[config.mk]
export PLATFORM = sky130hd
export DESIGN_NAME = rsa_modular_exponentiation_top
export DESIGN_NICKNAME = d
export VERILOG_FILES = /design/src/rsame_pkg.sv /design/src/rsa_modular_exponentiation_top.sv /design/src/rsame_cell.sv /design/src/rsame_chain.sv
export SDC_FILE = /design/constraint.sdc
export NUM_CORES = 2
export LEC_CHECK = 0
export BUFFER_PORTS_ARGS = -buffer_cell sky130_fd_sc_hd__buf_2
export CAP_MARGIN = 20
export CORE_MARGIN = 2
export CORE_UTILIZATION = 40
export DETAILED_ROUTE_END_ITERATION = 7
export GPL_ROUTABILITY_DRIVEN = 0
export SETUP_SLACK_MARGIN = 0.4
export SLEW_MARGIN = 20
export SYNTH_ARGS = -nofsm -noshare
export SYNTH_HDL_FRONTEND = slang
export SYNTH_SLANG_ARGS = --single-unit
[constraint.sdc]
create_clock -name clock -period 4.5 [get_ports clock]
set_input_delay 0.9 -clock clock [delete_from_list [all_inputs] [get_ports clock]]
set_output_delay 0.9 -clock clock [all_outputs]
set_load 0.05 [all_outputs]
[src/rsame_pkg.sv]
// ----------------------------------------------------------------------------
// rsame_pkg: shared types and constants for the modular exponentiation block
// Holds the word width, register indexes and the operand type that walks
// along the multiplier cell chain.
// ----------------------------------------------------------------------------
package rsame_pkg;

   // width of every data word on the ports
   localparam int DATA_W = 16;

   // configuration register indexes
   localparam logic [1:0] CSR_PUBLIC_EXP  = 2'd0;
   localparam logic [1:0] CSR_PRIVATE_EXP = 2'd1;
   localparam logic [1:0] CSR_MODULUS     = 2'd2;

   // which working register a product returns to
   localparam logic TAG_BASE = 1'b0;
   localparam logic TAG_ACC  = 1'b1;

   // one modular product in flight: partial remainder, multiplier bits
   // (left aligned, consumed from the top) and multiplicand
   typedef struct packed {
      logic              valid;
      logic              tag;
      logic [DATA_W-1:0] r;
      logic [DATA_W-1:0] a;
      logic [DATA_W-1:0] b;
   } op_type;

endpackage

[src/rsa_modular_exponentiation_top.sv]
// ----------------------------------------------------------------------------
// rsa_modular_exponentiation_top: right-to-left square-and-multiply
// Raises each request word to the public or private exponent modulo the
// configured modulus, with the modular products formed in a cell chain.
// ----------------------------------------------------------------------------
// One word is worked on at a time. With W = min(KEY_BITS,16), a word first
// makes one pass through the W-cell multiplier chain to reduce the message,
// then one pass per exponent bit up to the top set bit of the selected
// exponent, where the multiply, when the bit is set, enters the chain in the
// cycle after the square and the sequencer waits for both to come back. A
// modulus of one or zero skips the chain. The request side is free again in
// the cycle after the response word is loaded, and a new word is taken while
// the previous result still waits on the response side; the finished word
// then holds until the response register is free. Exponent zero gives 1 mod
// n; a modulus of one or zero gives 0. Register writes are taken at any time,
// csr_ready is always high, and an index of three is ignored.
module rsa_modular_exponentiation_top #(
   parameter int KEY_BITS = 16
) (
   input  logic        clock,
   input  logic        reset,
   input  logic        req_valid,
   output logic        req_stall,
   input  logic        req_action,
   input  logic [15:0] req_message,
   input  logic        req_last_in,
   output logic        rsp_valid,
   input  logic        rsp_stall,
   output logic [15:0] rsp_result,
   output logic        rsp_last_out,
   input  logic        csr_valid,
   output logic        csr_ready,
   input  logic [1:0]  csr_index,
   input  logic [15:0] csr_data
);

   localparam int DW    = rsame_pkg::DATA_W;
   localparam int W     = (KEY_BITS < DW) ? KEY_BITS : DW;
   localparam int ALIGN = DW - W;
   localparam logic [DW-1:0] KMASK = DW'((64'd1 << W) - 64'd1);

   localparam logic [2:0] S_IDLE = 3'd0;
   localparam logic [2:0] S_LOAD = 3'd1;
   localparam logic [2:0] S_SQ   = 3'd2;
   localparam logic [2:0] S_MUL  = 3'd3;
   localparam logic [2:0] S_WAIT = 3'd4;
   localparam logic [2:0] S_DONE = 3'd5;

   logic [DW-1:0] pub_ff, pub_in, priv_ff, priv_in, mod_ff, mod_in;
   logic [2:0]    state_ff, state_in;
   logic [DW-1:0] base_ff, base_in, acc_ff, acc_in, exp_ff, exp_in;
   logic          last_ff, last_in;
   logic          bit_ff, bit_in;
   logic [1:0]    cnt_ff, cnt_in;
   logic          rsp_valid_ff, rsp_valid_in;
   logic [DW-1:0] rsp_result_ff, rsp_result_in;
   logic          rsp_last_ff, rsp_last_in;
   rsame_pkg::op_type issue, ret;
   logic          req_fire, out_free;

   // configuration registers
   always_comb begin
      pub_in  = pub_ff;
      priv_in = priv_ff;
      mod_in  = mod_ff;
      if (csr_valid) begin
         case (csr_index)
            rsame_pkg::CSR_PUBLIC_EXP:  pub_in  = csr_data & KMASK;
            rsame_pkg::CSR_PRIVATE_EXP: priv_in = csr_data & KMASK;
            rsame_pkg::CSR_MODULUS:     mod_in  = csr_data & KMASK;
            default: ;
         endcase
      end
   end

   assign csr_ready = 1'b1;
   assign req_stall = (state_ff != S_IDLE);
   assign req_fire  = req_valid && !req_stall;
   assign out_free  = !rsp_valid_ff || !rsp_stall;

   // multiplier chain
   rsame_chain #(.CELLS(W)) u_chain (
      .clock   (clock),
      .reset   (reset),
      .modulus (mod_ff),
      .op_in   (issue),
      .op_out  (ret)
   );

   // sequencer
   always_comb begin
      state_in      = state_ff;
      base_in       = base_ff;
      acc_in        = acc_ff;
      exp_in        = exp_ff;
      last_in       = last_ff;
      bit_in        = bit_ff;
      rsp_valid_in  = rsp_valid_ff;
      rsp_result_in = rsp_result_ff;
      rsp_last_in   = rsp_last_ff;
      issue.valid   = 1'b0;
      issue.tag     = rsame_pkg::TAG_BASE;
      issue.r       = '0;
      issue.a       = '0;
      issue.b       = '0;

      if (ret.valid) begin
         if (ret.tag == rsame_pkg::TAG_ACC) begin
            acc_in = ret.r;
         end else begin
            base_in = ret.r;
         end
      end

      if (rsp_valid_ff && !rsp_stall) begin
         rsp_valid_in = 1'b0;
      end

      case (state_ff)
         S_IDLE: begin
            if (req_fire) begin
               base_in  = req_message & KMASK;
               exp_in   = req_action ? priv_ff : pub_ff;
               last_in  = req_last_in;
               acc_in   = DW'(1);
               state_in = S_LOAD;
            end
         end
         S_LOAD: begin
            if (mod_ff <= DW'(1)) begin
               acc_in   = '0;
               state_in = S_DONE;
            end else begin
               // message times one reduces it below the modulus
               issue.valid = 1'b1;
               issue.tag   = rsame_pkg::TAG_BASE;
               issue.a     = base_ff << ALIGN;
               issue.b     = DW'(1);
               state_in    = S_WAIT;
            end
         end
         S_SQ: begin
            issue.valid = 1'b1;
            issue.tag   = rsame_pkg::TAG_BASE;
            issue.a     = base_ff << ALIGN;
            issue.b     = base_ff;
            bit_in      = exp_ff[0];
            exp_in      = exp_ff >> 1;
            state_in    = S_MUL;
         end
         S_MUL: begin
            // base still holds its old value here
            if (bit_ff) begin
               issue.valid = 1'b1;
               issue.tag   = rsame_pkg::TAG_ACC;
               issue.a     = acc_ff << ALIGN;
               issue.b     = base_ff;
            end
            state_in = S_WAIT;
         end
         S_WAIT: begin
            if (cnt_ff == 2'd0) begin
               state_in = (exp_ff == '0) ? S_DONE : S_SQ;
            end
         end
         S_DONE: begin
            if (out_free) begin
               rsp_valid_in  = 1'b1;
               rsp_result_in = acc_ff;
               rsp_last_in   = last_ff;
               state_in      = S_IDLE;
            end
         end
         default: state_in = S_IDLE;
      endcase

      // products in flight
      cnt_in = cnt_ff + {1'b0, issue.valid} - {1'b0, ret.valid};
   end

   always_ff @(posedge clock) begin
      if (reset) begin
         pub_ff       <= DW'(1);
         priv_ff      <= DW'(1);
         mod_ff       <= DW'(1);
         state_ff     <= S_IDLE;
         cnt_ff       <= 2'd0;
         rsp_valid_ff <= 1'b0;
      end else begin
         pub_ff       <= pub_in;
         priv_ff      <= priv_in;
         mod_ff       <= mod_in;
         state_ff     <= state_in;
         cnt_ff       <= cnt_in;
         rsp_valid_ff <= rsp_valid_in;
      end
      base_ff       <= base_in;
      acc_ff        <= acc_in;
      exp_ff        <= exp_in;
      last_ff       <= last_in;
      bit_ff        <= bit_in;
      rsp_result_ff <= rsp_result_in;
      rsp_last_ff   <= rsp_last_in;
   end

   assign rsp_valid    = rsp_valid_ff;
   assign rsp_result   = rsp_result_ff;
   assign rsp_last_out = rsp_last_ff;

   // checks
   a_cnt_bound: assert property (@(posedge clock) disable iff (reset)
      cnt_ff != 2'd3) else $error("too many products in flight");
   a_ret_wait: assert property (@(posedge clock) disable iff (reset)
      ret.valid |-> (state_ff == S_WAIT)) else $error("product returned outside wait");
   a_done_mod: assert property (@(posedge clock) disable iff (reset)
      (state_ff == S_DONE && mod_ff > DW'(1)) |-> (acc_ff < mod_ff))
      else $error("result not reduced");

endmodule

[src/rsame_cell.sv]
// ----------------------------------------------------------------------------
// rsame_cell: one step of the interleaved modular multiplier
// Doubles the partial remainder, adds the multiplicand when the top
// multiplier bit is set, reduces back below the modulus and registers it.
// ----------------------------------------------------------------------------
module rsame_cell (
   input  logic                           clock,
   input  logic                           reset,
   input  logic [rsame_pkg::DATA_W-1:0]   modulus,
   input  rsame_pkg::op_type              op_in,
   output rsame_pkg::op_type              op_out
);

   localparam int TW = rsame_pkg::DATA_W + 2;

   rsame_pkg::op_type stage_ff, stage_in;
   logic [TW-1:0]     sum;
   logic [TW-1:0]     mod1;
   logic [TW-1:0]     mod2;
   logic [TW-1:0]     red;

   // shift, add and reduce (sum stays below three times the modulus)
   always_comb begin
      mod1 = {2'b00, modulus};
      mod2 = {1'b0, modulus, 1'b0};
      sum  = {1'b0, op_in.r, 1'b0}
           + {2'b00, (op_in.a[rsame_pkg::DATA_W-1] ? op_in.b
                                                   : {rsame_pkg::DATA_W{1'b0}})};
      if (sum >= mod2) begin
         red = sum - mod2;
      end else if (sum >= mod1) begin
         red = sum - mod1;
      end else begin
         red = sum;
      end
      stage_in       = op_in;
      stage_in.r     = red[rsame_pkg::DATA_W-1:0];
      stage_in.a     = {op_in.a[rsame_pkg::DATA_W-2:0], 1'b0};
   end

   // stage register, only the valid bit is cleared
   always_ff @(posedge clock) begin
      if (reset) begin
         stage_ff.valid <= 1'b0;
      end else begin
         stage_ff.valid <= stage_in.valid;
      end
      stage_ff.tag <= stage_in.tag;
      stage_ff.r   <= stage_in.r;
      stage_ff.a   <= stage_in.a;
      stage_ff.b   <= stage_in.b;
   end

   assign op_out = stage_ff;

endmodule

[src/rsame_chain.sv]
// ----------------------------------------------------------------------------
// rsame_chain: modular multiplier as a row of cells
// One cell per multiplier bit; a product enters at one end and leaves the
// other end fully reduced, registered once in every cell. Several products
// may be in flight at once.
// ----------------------------------------------------------------------------
module rsame_chain #(
   parameter int CELLS = 16
) (
   input  logic                           clock,
   input  logic                           reset,
   input  logic [rsame_pkg::DATA_W-1:0]   modulus,
   input  rsame_pkg::op_type              op_in,
   output rsame_pkg::op_type              op_out
);

   rsame_pkg::op_type link [0:CELLS];

   assign link[0] = op_in;

   // row of identical cells, each feeding its neighbour
   for (genvar i = 0; i < CELLS; i++) begin : g_cell
      rsame_cell u_cell (
         .clock   (clock),
         .reset   (reset),
         .modulus (modulus),
         .op_in   (link[i]),
         .op_out  (link[i+1])
      );
   end

   assign op_out = link[CELLS];

endmodule

# == Word-level counts from Yosys, hierarchy flattened ==
# Cells that the tools add are included.
# W data, S select, Z words.
# classes
add_sub_neg,49
multipliers,0
div,0
order_cmp,33
eq_ne,10
n_shift,0
n_mux,75
n_bitwise,0
reduce_logical,19
# ops
op,count
$mux W16,58
$sub A16 B16 Y16,32
$add A17 B16 Y18,15
$ge A18 B16 Y1,15
$ge A18 B17 Y1,15
$pmux W32 S3,1
$mux W32,2
$pmux W16 S2,2
$pmux W3 S6,1
$ge A16 B17 Y1,1
$ge A16 B16 Y1,1
$le A16 B1 Y1 const B,1
$logic_not A16 Y1,1
$mux W3,4
$reduce_and A2 Y1,6
$eq A3 B2 Y1 const B,2
$eq A3 B3 Y1 const B,2
$ne A2 B2 Y1 const B,3
$pmux W2 S3,1
$logic_not A2 Y1,2
$mux W1,4
$mux W2,2
$eq A3 B1 Y1 const B,1
$logic_not A1 Y1,3
10 further kinds,11
# totals
ff_bits,769
latch_bits,0
ramBits,0
mem_bits_ro,0
inputBits,41
output_inout_bits,20
wordCells,277
mem_count,0

# == Depth between registers and ports, before layout ==
# logic_depth
depth_word,7
depth_mapped,23
mapped_depth_nobuf,22

# == By module ==
# Synthesis repeated with hierarchy kept, for this count alone.
# hier_totals
hier_cells,7104
area_unflattened_um2,62855.3
# modules_own_cells
mod,n_inst,cells_per_inst,area_per_inst_um2,seq_area_each_um2
rsame_cell (u_chain.g_cell[10].u_cell ...),11,395,3550.9,980.9
rsame_cell (u_chain.g_cell[0].u_cell ...),4,442,3767.4,980.9
rsa_modular_exponentiation_top,1,550,5037.3,2772.7
rsame_cell (u_chain.g_cell[9].u_cell),1,441,3688.5,980.9

# == Worst setup path after synthesis ==
# No wires, ideal clock.
# synth_path
kind,register to register
startpoint,register mod_ff[1]
endpoint,"register u_chain.g_cell[4].u_cell.stage_ff, in the netlist u_chain.g_cell[4].u_cell.op_out[34]"
setup_time_ns,0.123
arrival_ns,4.865
required_time_ns,4.377
setup_slack_ns,-0.488
stages_incl_launch_ff,11
path_buffers,0
synth_period_minus_slack_ns,4.988
path_cell_list,dfxtp_1 -> inv_1 -> ha_1 -> nand3b_1 -> a21oi_1 -> o41a_1 -> o41ai_4 -> o21ai_1 -> or4_4 -> a211oi_4 -> mux2_1
# synth_via
elab_chain_len,3
word_cells_on_any_way,6
classes_between,add/sub (2); order compare (2); mux (2)
# synth_rtl
element,line_no,rtl
start: declaration,rsa_modular_exponentiation_top.sv:49,"logic [DW-1:0] pub_ff, pub_in, priv_ff, priv_in, mod_ff, mod_in;"
start signal: assignment,rsa_modular_exponentiation_top.sv:192,mod_ff <= mod_in;
$sub A16 B16 Y16 / $ge A18 B16 Y1 (equally long branches),"rsame_cell.sv:32, rsame_cell.sv:31",
$mux W16,rsame_cell.sv:31,end else if (sum >= mod1) begin
$mux W16 *,rsame_cell.sv:29,if (sum >= mod2) begin
net u_chain.g_cell[4].u_cell.red[2],rsame_cell.sv:20,logic [TW-1:0] red;
end: declaration,rsame_cell.sv:16,"rsame_pkg::op_type stage_ff, stage_in;"
# The timed path passes the listed nets; every way through them passes the cells marked *.
# A chain may end at the register's enable or synchronous reset.

# == Worst setup path in the final report ==
# layout_path
startpoint,"register u_chain.g_cell[9].u_cell.stage_ff, in the netlist u_chain.g_cell[9].u_cell.op_out[31]"
endpoint,"register u_chain.g_cell[10].u_cell.stage_ff, in the netlist u_chain.g_cell[10].u_cell.op_out[34]"
# layout_via
elab_chain_len,5
word_cells_on_any_way,8
classes_between,add/sub (3); order compare (2); mux (3)
# layout_rtl
element,line_no,rtl
start: declaration,rsame_cell.sv:16,
$mux W16 *,rsame_cell.sv:27,"+ {2'b00, (op_in.a[rsame_pkg::DATA_W-1] ? op_in.b"
$add A17 B16 Y18 *,rsame_cell.sv:27,
$sub A16 B16 Y16 / $ge A18 B16 Y1 (equally long branches),"rsame_cell.sv:32, rsame_cell.sv:31",
$mux W16,rsame_cell.sv:31,
$mux W16 *,rsame_cell.sv:29,
net u_chain.g_cell[10].u_cell.red[2],rsame_cell.sv:20,
end: declaration,rsame_cell.sv:16,
# Marked as above.

==> run summary <==
RR Endpoint: u_chain.g_cell[10].u_cell.op_out[34]
Worst Setup EP: u_chain.g_cell[10].u_cell.op_out[34]
Largest net degree at the start of global routing: 41
Number of CTS-inserted buffers: 87
Clock Skews: 57.7 ps
Distinct cells, synth: 94
Post-synth top flop: dfxtp_1
Logic pwr share: 70.6%
Global-route wire length before repair: 277000 um
Synth area leaders: dfxtp_1 26%, ha_1 16%, xnor2_1 5.9%
VDD IR max: 0.558 mV
Wirelength, routed: 189000 um
Mux share of post-synthesis cell area: 5.44%
Total I/O pin count: 61
Clk sink count: 769
Post-synth top area share: 26.0%
FF+latch area: 0.0158 mm2
Worst Max-Slew Pin Slew: 1140 ps
Max clock buf depth: 3
Synth Warn #: 0
Largest family of logic cells by synthesized area: compound AO/OA/AOI/OAI gates
Compound-Gate Fraction of Synth Area: 21.0%
Antenna violations before repair: 5
FF-to-FF Start: u_chain.g_cell[9].u_cell.op_out[31]
Total power: 58.7 mW
Die width: 380 um
Mapped Area: 0.0566 mm2
R2R depth: 23
WL per Instance: 20.5 um
Clock root cell: clkbuf_16
Via density: 5.67
Core Footprint: 0.141 mm2
Number of synthesized flops with an enable pin: 35
Worst rel slew slack: 23.6%
Syn-to-layout area delta: 32.0%
Worst Setup SP: u_chain.g_cell[9].u_cell.op_out[31]
Crit end category: flop
RSZ-0062 raised after global routing: yes
Asr flop ratio synth: 0%
I/O Buffers: 59
Rows: 138
Vias post-DR: 52400
P_int: 33.0 mW
Critical Path AT: 5060 ps
Hold buffers post-CTS: 0
Leakage: 31.6 nW
Synth area leader: dfxtp_1
DPL Wire Length: 135000 um
Die ar.: 0.145 mm2
Insertion delay to the later sink of the worst-skew pair: 730 ps
Total gr overflow: 0
Post-Synthesis Cells: 6514
Clock power frac: 12.7%
Status: complete, no violations
Final slew viol count: 0
Flops & latches, synth: 769
Multi-input logic area: 0.0453 mm2
DRC violations left: 0
CP startpoint kind: flop
Vias in the first global route: 49500
Syn Nets: 7340
CP required: 5110 ps
F_max: 224 MHz
Layout fillers: 12500
Post-layout nets: 8105
Pre-CTS WS: -183 ps
Final Critical Period: 4460 ps
DRT antenna net count: 0
Layout cells sized above 1: 27.3%
Critical path class: flop to flop
Register area share after synthesis: 27.8%
Setup_tns: 0 ps
PD cells: 786 mW/mm2
Final Setup Violations: 0
HP Class: flop to flop
Clock transition at the registers of the reported paths: 70 ps
Starting density of the core: 40.1%
Smallest hold slack: 297 ps
Crit Path Max Fanout: 6
FF-to-FF setup slack: 40 ps
Pre-antenna DRT Iters: 6
Max cap viols: 0
H-tree levels: 3
Simple-Gate Fraction of Synth Area: 16.5%
Fin. Hold Viols: 0
Mean Syn Cell Area: 8.69 um2
Final worst setup slack: 43.0 ps
Adder-cell share of the synthesized area: 18.0%
TritonCTS clock tree: yes
Final period utilization: 99.0%
Post-Synth XOR/XNOR Area: 8.69%
Net Sw Power: 25.8 mW
Switching Fraction: 43.9%
Die height: 380 um
1st-iter DRT viols: 3705
GR Util All Layers: 24.0%
Power share of the sequential group: 16.7%
## how the worst min path moves through the flow
stage                                             start                                   to  slack, ps  cells after the start
floorplan           u_chain.g_cell[0].u_cell.op_out[30]  u_chain.g_cell[1].u_cell.op_out[31]        310                      0
global placement    u_chain.g_cell[4].u_cell.op_out[22]  u_chain.g_cell[5].u_cell.op_out[23]        310                      0
detailed placement  u_chain.g_cell[1].u_cell.op_out[19]  u_chain.g_cell[2].u_cell.op_out[20]        310                      0
CTS                 u_chain.g_cell[7].u_cell.op_out[25]  u_chain.g_cell[8].u_cell.op_out[26]        300                      0
global route        u_chain.g_cell[7].u_cell.op_out[25]  u_chain.g_cell[8].u_cell.op_out[26]        310                      0
finish              u_chain.g_cell[7].u_cell.op_out[25]  u_chain.g_cell[8].u_cell.op_out[26]        300                      0
## flip-flops by register name (all words and copies together), names as in the netlist, 3 cells and up
name / flops
exp_ff: 16
rsp_result: 16
acc_ff: 16
priv_ff: 16
state_ff: 3
mod_ff: 16
pub_ff: 16
base_ff: 16
u_chain.g_cell.u_cell.op_out: 648
## placed cells by master (no fill, tap or decap), types with 40 or more instances in the layout
cell type / count
buf_12: 41
clkbuf_16: 105
o211ai_1: 57
nand2b_1: 63
mux2i_1: 234
buf_6: 72
nor2b_1: 79
ha_1: 581
nor2_1: 322
xnor2_2: 52
a21oi_2: 157
xnor2_1: 322
a21oi_1: 482
o21bai_1: 45
a21o_1: 216
nand4_1: 75
nor3_1: 105
nand3_1: 89
buf_4: 576
o21ai_1: 91
inv_1: 214
buf_2: 65
and2_4: 40
and2_1: 216
ha_4: 126
dfxtp_1: 695
nand2_1: 448
xor2_1: 172
and3_1: 81
o21a_1: 99
o21ai_2: 53
o21ai_0: 229
## worst max-delay path, stage by stage, from the launching register on
cell and delay (ps):
dfxtp_4 360, and2_4 140, ha_4 150, inv_2 50
fa_2 210, nor2b_2 50, o31a_1 330, o21a_1 210
o21ai_2 200, nand2b_1 100, a211oi_2 240, nor2_2 80
ha_1 310, buf_4 140, and3_1 250, nand4_1 190
nor4_4 290, a2111oi_2 100, o211ai_1 190, buf_4 160
buf_6 120, buf_12 130, nor2_1 50, a221o_1 310
## cells in the mapped netlist (183+ instances only)
| master | n |
|---|---|
| o21ai_0 | 364 |
| ha_1 | 738 |
| nor2_1 | 396 |
| inv_1 | 246 |
| xnor2_1 | 379 |
| dfxtp_1 | 734 |
| xor2_1 | 183 |
| a21oi_1 | 632 |
| mux2i_1 | 293 |
| a21o_1 | 219 |
| nand2_1 | 481 |
| and2_1 | 257 |
## per-layer routing
layer	global-route usage, %	part of all wire, %	vias to the layer above
li1	-	-	25300
met1	31.6	44	25200
met5	0	0	-
met3	2.91	5.1	406
met2	40.1	47	1579
met4	9.05	4.4	0
## final cells by class
cell class	instances	share of cell area, %
Clock buffer	111	3.30
Clock inverter	49	0.770
Timing Repair Buffer	800	9.75
Sequential cell	769	21.2
Inverter	246	1.24
Multi-Input combinational cell	5375	60.6
Antenna cell	1	0.00335
Tap cell	1890	3.16
## repair_timing
item | in CTS | in global routing
resized for setup | 489 | 867
gates cloned | 20 | 22
endpoints found under the setup margin | 255 | 256
buffers inserted | 156 | 140
pin swaps | 234 | 422
## power by group through the flow
stage	registers [mW]	clock network [mW]	logic, mW
after global placement	9.79	0	31.3
after floorplan	9.23	0	23.6
final	9.78	7.47	41.5
after global routing	9.89	7.87	44.8
after detailed placement	9.76	0	31.6
after CTS	9.70	7.60	35.8
## kinds of logic after synthesis
logic type      after synthesis
compound gates             1858
xor+xnor                    562
fa+ha+maj                   785
buf+inv                     371
flops                       769
mux                         306
other cells                   1
simple gates               1862
## stage by stage
| stage | area [um2] | utilization (%) | cells |
|---|---|---|---|
| floorplan | 56900 | - | 6514 |
| global placement | 62400 | 44.2 | 8742 |
| detailed placement | 62400 | 44.2 | 8742 |
| CTS | 69400 | 49.2 | 9078 |
| global route | 74700 | 53.0 | 9241 |
| finish | 74700 | 53.0 | 9241 |
Note: power is estimated with default switching activity, not from simulation.
